## config.mk

```make
export PLATFORM = sky130hd
export DESIGN_NAME = oph_cell
export DESIGN_NICKNAME = d
export VERILOG_FILES = /design/src/hdl/oph_pkg.sv /design/src/hdl/oph_cell.sv
export SDC_FILE = /design/constraint.sdc
export NUM_CORES = 1
export LEC_CHECK = 0
export BUFFER_PORTS_ARGS = -buffer_cell sky130_fd_sc_hd__buf_4
export CAP_MARGIN = 20
export CORE_AREA = 2 2 228 230
export CTS_BUF_LIST = sky130_fd_sc_hd__clkbuf_16
export CTS_CLUSTER_SIZE = 16
export DETAILED_ROUTE_END_ITERATION = 8
export DIE_AREA = 0 0 230 232
export HOLD_SLACK_MARGIN = 0.06
export PLACE_DENSITY = 0.62
export RECOVER_POWER = 100
export SETUP_SLACK_MARGIN = 0.15
export SLEW_MARGIN = 25
export SYNTH_ARGS = -nofsm -noshare
export SYNTH_HDL_FRONTEND = slang
export SYNTH_SLANG_ARGS = --single-unit
```

## constraint.sdc

```tcl
create_clock -name clk -period 0.8 [get_ports clk]
set_clock_uncertainty 0.15 [all_clocks]
set_input_delay 0.12 -clock clk [delete_from_list [all_inputs] [get_ports clk]]
set_output_delay 0.12 -clock clk [all_outputs]
set_load 0.05 [all_outputs]
```

## src/hdl/oph_pkg.sv

```systemverilog
// ----------------------------------------------------------------------------
// Ordinal pattern histogram package
// Shared widths, types, operation and status codes, and small helper functions.
// ----------------------------------------------------------------------------
package oph_pkg;

    localparam int MAX_EMBEDDING = 6;
    localparam int MAX_DELAY     = 16;
    localparam int SAMPLE_WIDTH  = 32;
    localparam int COUNT_WIDTH   = 32;

    // The delay line holds every sample older than the newest one in a window.
    localparam int LINE_CELLS = MAX_EMBEDDING - 1;
    localparam int LINE_TAPS  = LINE_CELLS * MAX_DELAY;
    localparam int TAP_IW     = $clog2(LINE_TAPS);
    localparam int SEEN_MAX   = LINE_TAPS + 1;
    localparam int SEEN_W     = $clog2(SEEN_MAX + 1);
    localparam int POS_W      = $clog2(MAX_EMBEDDING + 1);

    localparam int DIM_W      = 3;
    localparam int DELAY_W    = 5;
    localparam int TIE_W      = 2;
    localparam int OP_W       = 2;
    localparam int BIN_W      = 10;
    localparam int RANK_W     = 10;
    localparam int STATUS_W   = 2;
    localparam int CFG_IDX_W  = 2;
    localparam int CFG_DATA_W = 5;

    function automatic int unsigned factorial(input int unsigned n);
        int unsigned f;
        f = 1;
        for (int unsigned i = 2; i <= n; i++)
        begin
            f = f * i;
        end
        return f;
    endfunction

    localparam int NUM_BINS = factorial(MAX_EMBEDDING);
    localparam int ADDR_W   = $clog2(NUM_BINS);

    // Digit weights 0! .. (MAX_EMBEDDING-1)! as a constant table.
    typedef logic [MAX_EMBEDDING-1:0][RANK_W-1:0] fact_lut_t;

    function automatic fact_lut_t build_fact_lut();
        fact_lut_t t;
        for (int i = 0; i < MAX_EMBEDDING; i++)
        begin
            t[i] = RANK_W'(factorial(unsigned'(i)));
        end
        return t;
    endfunction

    localparam fact_lut_t FACT_LUT = build_fact_lut();

    typedef logic signed [SAMPLE_WIDTH-1:0] sample_t;
    typedef logic [COUNT_WIDTH-1:0]         count_t;
    typedef logic [RANK_W-1:0]              rank_t;
    typedef logic [ADDR_W-1:0]              addr_t;

    typedef enum logic [OP_W-1:0] {
        OP_PUSH  = 2'd0,
        OP_READ  = 2'd1,
        OP_CLEAR = 2'd2,
        OP_NOP   = 2'd3
    } op_e;

    typedef enum logic [STATUS_W-1:0] {
        ST_OK             = 2'd0,
        ST_TIED_WINDOW    = 2'd1,
        ST_COUNT_OVERFLOW = 2'd2,
        ST_TOO_FEW        = 2'd3
    } status_e;

    localparam logic [TIE_W-1:0] TIE_OMIT  = 2'd1;
    localparam logic [TIE_W-1:0] TIE_RAISE = 2'd2;

    localparam logic [CFG_IDX_W-1:0] CFG_EMBED = 2'd0;
    localparam logic [CFG_IDX_W-1:0] CFG_DELAY = 2'd1;
    localparam logic [CFG_IDX_W-1:0] CFG_TIE   = 2'd2;

    localparam logic [DIM_W-1:0]   EMBED_RESET = 3'd3;
    localparam logic [DELAY_W-1:0] DELAY_RESET = 5'd1;

    function automatic count_t sat_inc(input count_t c);
        return (c == '1) ? c : c + 1'b1;
    endfunction

endpackage

```

## src/hdl/oph_cell.sv

```systemverilog
// ----------------------------------------------------------------------------
// Delay line cell
// One segment of the sample delay line; shifts on each push and hands its
// oldest sample to the next cell.
// ----------------------------------------------------------------------------
module oph_cell (
    input  logic                                                 clk,
    input  logic                                                 shift_en,
    input  oph_pkg::sample_t                                     din,
    output oph_pkg::sample_t                                     dout,
    output logic [oph_pkg::MAX_DELAY-1:0][oph_pkg::SAMPLE_WIDTH-1:0] taps
);
    import oph_pkg::*;

    sample_t seg_reg [MAX_DELAY];

    always_ff @(posedge clk)
    begin
        if (shift_en)
        begin
            seg_reg[0] <= din;
            for (int i = 1; i < MAX_DELAY; i++)
            begin
                seg_reg[i] <= seg_reg[i-1];
            end
        end
    end

    always_comb
    begin
        for (int i = 0; i < MAX_DELAY; i++)
        begin
            taps[i] = seg_reg[i];
        end
    end

    assign dout = seg_reg[MAX_DELAY-1];
endmodule

```

== After elaboration in Yosys (flattened, before gate mapping) ==
Memories as Yosys holds them, arrays and structs flattened.
Cells that the tools add are included.
Word-level totals
  bits in registers: 0
  bits of input ports: 34
  word-level logic and storage cells: 3
  RAM bits: 512
  output and inout bits: 544
  memories kept: 1
Cells by class
  mux-type cells: 2
Memory list
  seg_reg: words 16, width 32, rd ports 16, clocked after Yosys merged registers in 0, write ports 16, RTL line oph_cell.sv:15  | sample_t seg_reg [MAX_DELAY];
Operator list (number)
  two-way mux 1 bit: 2

== Logic depth before layout (Yosys ltp) ==
  depth in word-level cells: 2
  depth in mapped cells: 1
  gate-level depth less buffers: 0

== Worst setup path after synthesis ==
Ideal clock, no wire load.
  path type: flip-flop to output port
  start point: memory seg_reg[1][224] (netlist bit)
  end point: output port taps[480] (netlist bit)
  arrival time: 904 ps
  cell stages (with the launch flop): 2
  buffers on the path: 1
  path slack: -374 ps
  required time: 530 ps
  cells stage by stage: edfxtp_1 buf_4
RTL lines
  start: declaration: RTL line oph_cell.sv:15
  end: declaration: RTL line oph_cell.sv:11  | output logic [oph_pkg::MAX_DELAY-1:0][oph_pkg::SAMPLE_WIDTH-1:0] taps

==> flow_summary.yaml <==
cts:
  cts-root-buf: "clkbuf_16"
  clkTransAtPathRegs_ps: 60
  cts_made_buffers: 52
  cts.path.max_buffers: 3
  cts.htree.levels: 2
  cts_tree: "done"
  insertion_delay_ps: 570
  holdBufCountCts: 32
  cts_sinks: 512
status:
  status: "finished, violations left"
  violations: "setup timing"
floorplanning:
  ios: 578
  coreArea_sq_um: 50890
  fp.dieW_um: 230
  start_util_pct: 30.69
  dieArea_sq_um: 53360
  die_h_um: 232
  rows: 83
timing:
  finalHoldViolCount: 0
  setup_viol: 1397
  fin_ws_ps: -746.1
  fmax_mhz: 646.8
  drv_slew: 0
  rsz0062_at_grt: "true"
  tightest_slew_ps: 528.1
  relSlewSlack_pct: 64.79
  min_period_over_period_pct: 193.3
  layout_min_cycle_time_ps: 1546
grt:
  antenna_found_initial: 1
  gr-usage-all-layers_pct: 14.24
  grt_pass1_vias: 8964
  grt_pass1_wl_um: 56900
  grt_overflow: 0
  grt_max_degree: 43
placement:
  dp_slack_ps: -402.9
  numPortBuffers: 577
  gp_congestion: 0.7684
  dpl.hpwl_um: 27360
synth:
  ys_warn_count: 0
  postSynthCellCount: 544
  yosys_register_bits: 512
  synthDistinctLibCells: 2
  synth.avg_cell_area_sq_um: 28.70
  yosysSeqAreaShare_pct: 98.46
  syn-cell-area_sq_um: 15610
  synth_fp_nets: 578
power_and_ir_drop:
  p_per_area_nw_per_um2: 2453
  vdd_drop_max_mv: 1.890
  p_leak_uw: 0.01107
setup_path:
  crit_chain: "buf_6"
  ff2ff_setup_slack_ps: -310
  arrival_ps: 1280
  r2r.worst_path.cells: 2
  crit_required_ps: 530
  worstSetupPathType: "flop to output pin"
  r2r_start: "seg_reg[1][119]"
  endpoint_kind: "output pin"
  timing.rr.end: "seg_reg[1][151]"
  timing.critical_path.fanout_max: 2
  critPathTopFamily: "flip-flops"
  slowest_stage: "edfxtp_1"
  slowest_delay_ps: 500
  critPathBufInv: 1
  cp-start-kind: "flop"
job:
  drv_cap: 0
min_path:
  hold_depth: 2
  hold_path.class: "input pin to flop"
  hold_end: "seg_reg[0][156]"
  min_from: "shift_en"
detailed_routing:
  drc_errors: 0
  final_antenna_net_count: 0
  num_vias: 9012
  drtPass1Iterations: 4
  first_iter_violations: 499
  drt_wl_total_um: 42980
  avgRoutedWirePerCell_um: 19.58
  vias_per_cell: 4.106
layout:
  multi_input_area_sq_um: 0
  num_antenna_cells: 0
  nNetsFinal: 1505
  largest_reg_flops: 512
  fin_util_pct: 53.87
  multi_input_comb_cells: 0
  mostFrequentLayoutCells: "buf_6 (688), edfxtp_1 (512), buf_4 (140)"
  mostFrequentLayoutCell: "buf_6"
  syn_to_final_growth_pct: 75.54
  drive_gt1_share_pct: 62.18
==> power by group <==
group          leakage (uW)  total [uW]  internal, uW  switching (uW)
sequential          0.00501       32700         31400            1250
combinational       0.00520       11400          4210            7150
clock              0.000853       23200         13300            9910
==> cell type report <==
class	count	area, sq um
Tap cell	680	850.8
Fill cell	3777	23480
Timing Repair Buffer	905	9540
Sequential cell	512	15370
Clock buffer	53	1326
Clock inverter	45	317.8
==> metal layers <==
metal	track usage (%)	share of wire, %	vias up
li1	-	-	4048
met1	15.86	36	4529
met2	25.59	54	362
met3	4.212	6.6	73
met4	5.565	3.1	0
met5	0	0	-
==> synth_stat cells, drive strengths merged <==
library cell	n	area share, %
edfxtp	512	98
buf	32	1.5
==> through the flow <==
stage / std cells / area (sq um) / TNS, ps / total power [uW] / hold WS [ps]
6_report: 2195 / 27410 / -421260 / 67240 / 49.07
5_1_grt: 2195 / 27410 / -472350 / 69340 / 59.29
4_1_cts: 2101 / 26130 / -405540 / 66940 / -170.1
3_5_place_dp: 1816 / 21040 / -202220 / 41900 / 149.3
3_3_place_gp: 1816 / 21040 / -193720 / 41810 / 148.4
2_1_floorplan: 544 / 15740 / -186950 / 38280 / 68.87
==> how the worst max path moves through the flow <==
stage	start	depth (start not counted)	end	slack (ps)
after detailed placement	shift_en	2	seg_reg[0][3]	-400
after CTS	seg_reg[1][250]	1	taps[506]	-780
after global routing	seg_reg[1][250]	1	taps[506]	-790
after global placement	shift_en	2	seg_reg[0][11]	-380
final	seg_reg[1][250]	1	taps[506]	-750
after floorplan	seg_reg[1][224]	1	taps[480]	-330
==> cell families after synthesis <==
kind of cell           share of synthesized area, %
DFF                                           98.46
buffers and inverters                         1.538
==> repair_timing <==
item,4_1_cts,5_1_grt
endpoints found under the hold margin,544,493
gates resized for setup,522,166
endpoints found under the setup margin,1024,1024
buffers inserted,155,101
Note: power is estimated with default switching activity, not from simulation.
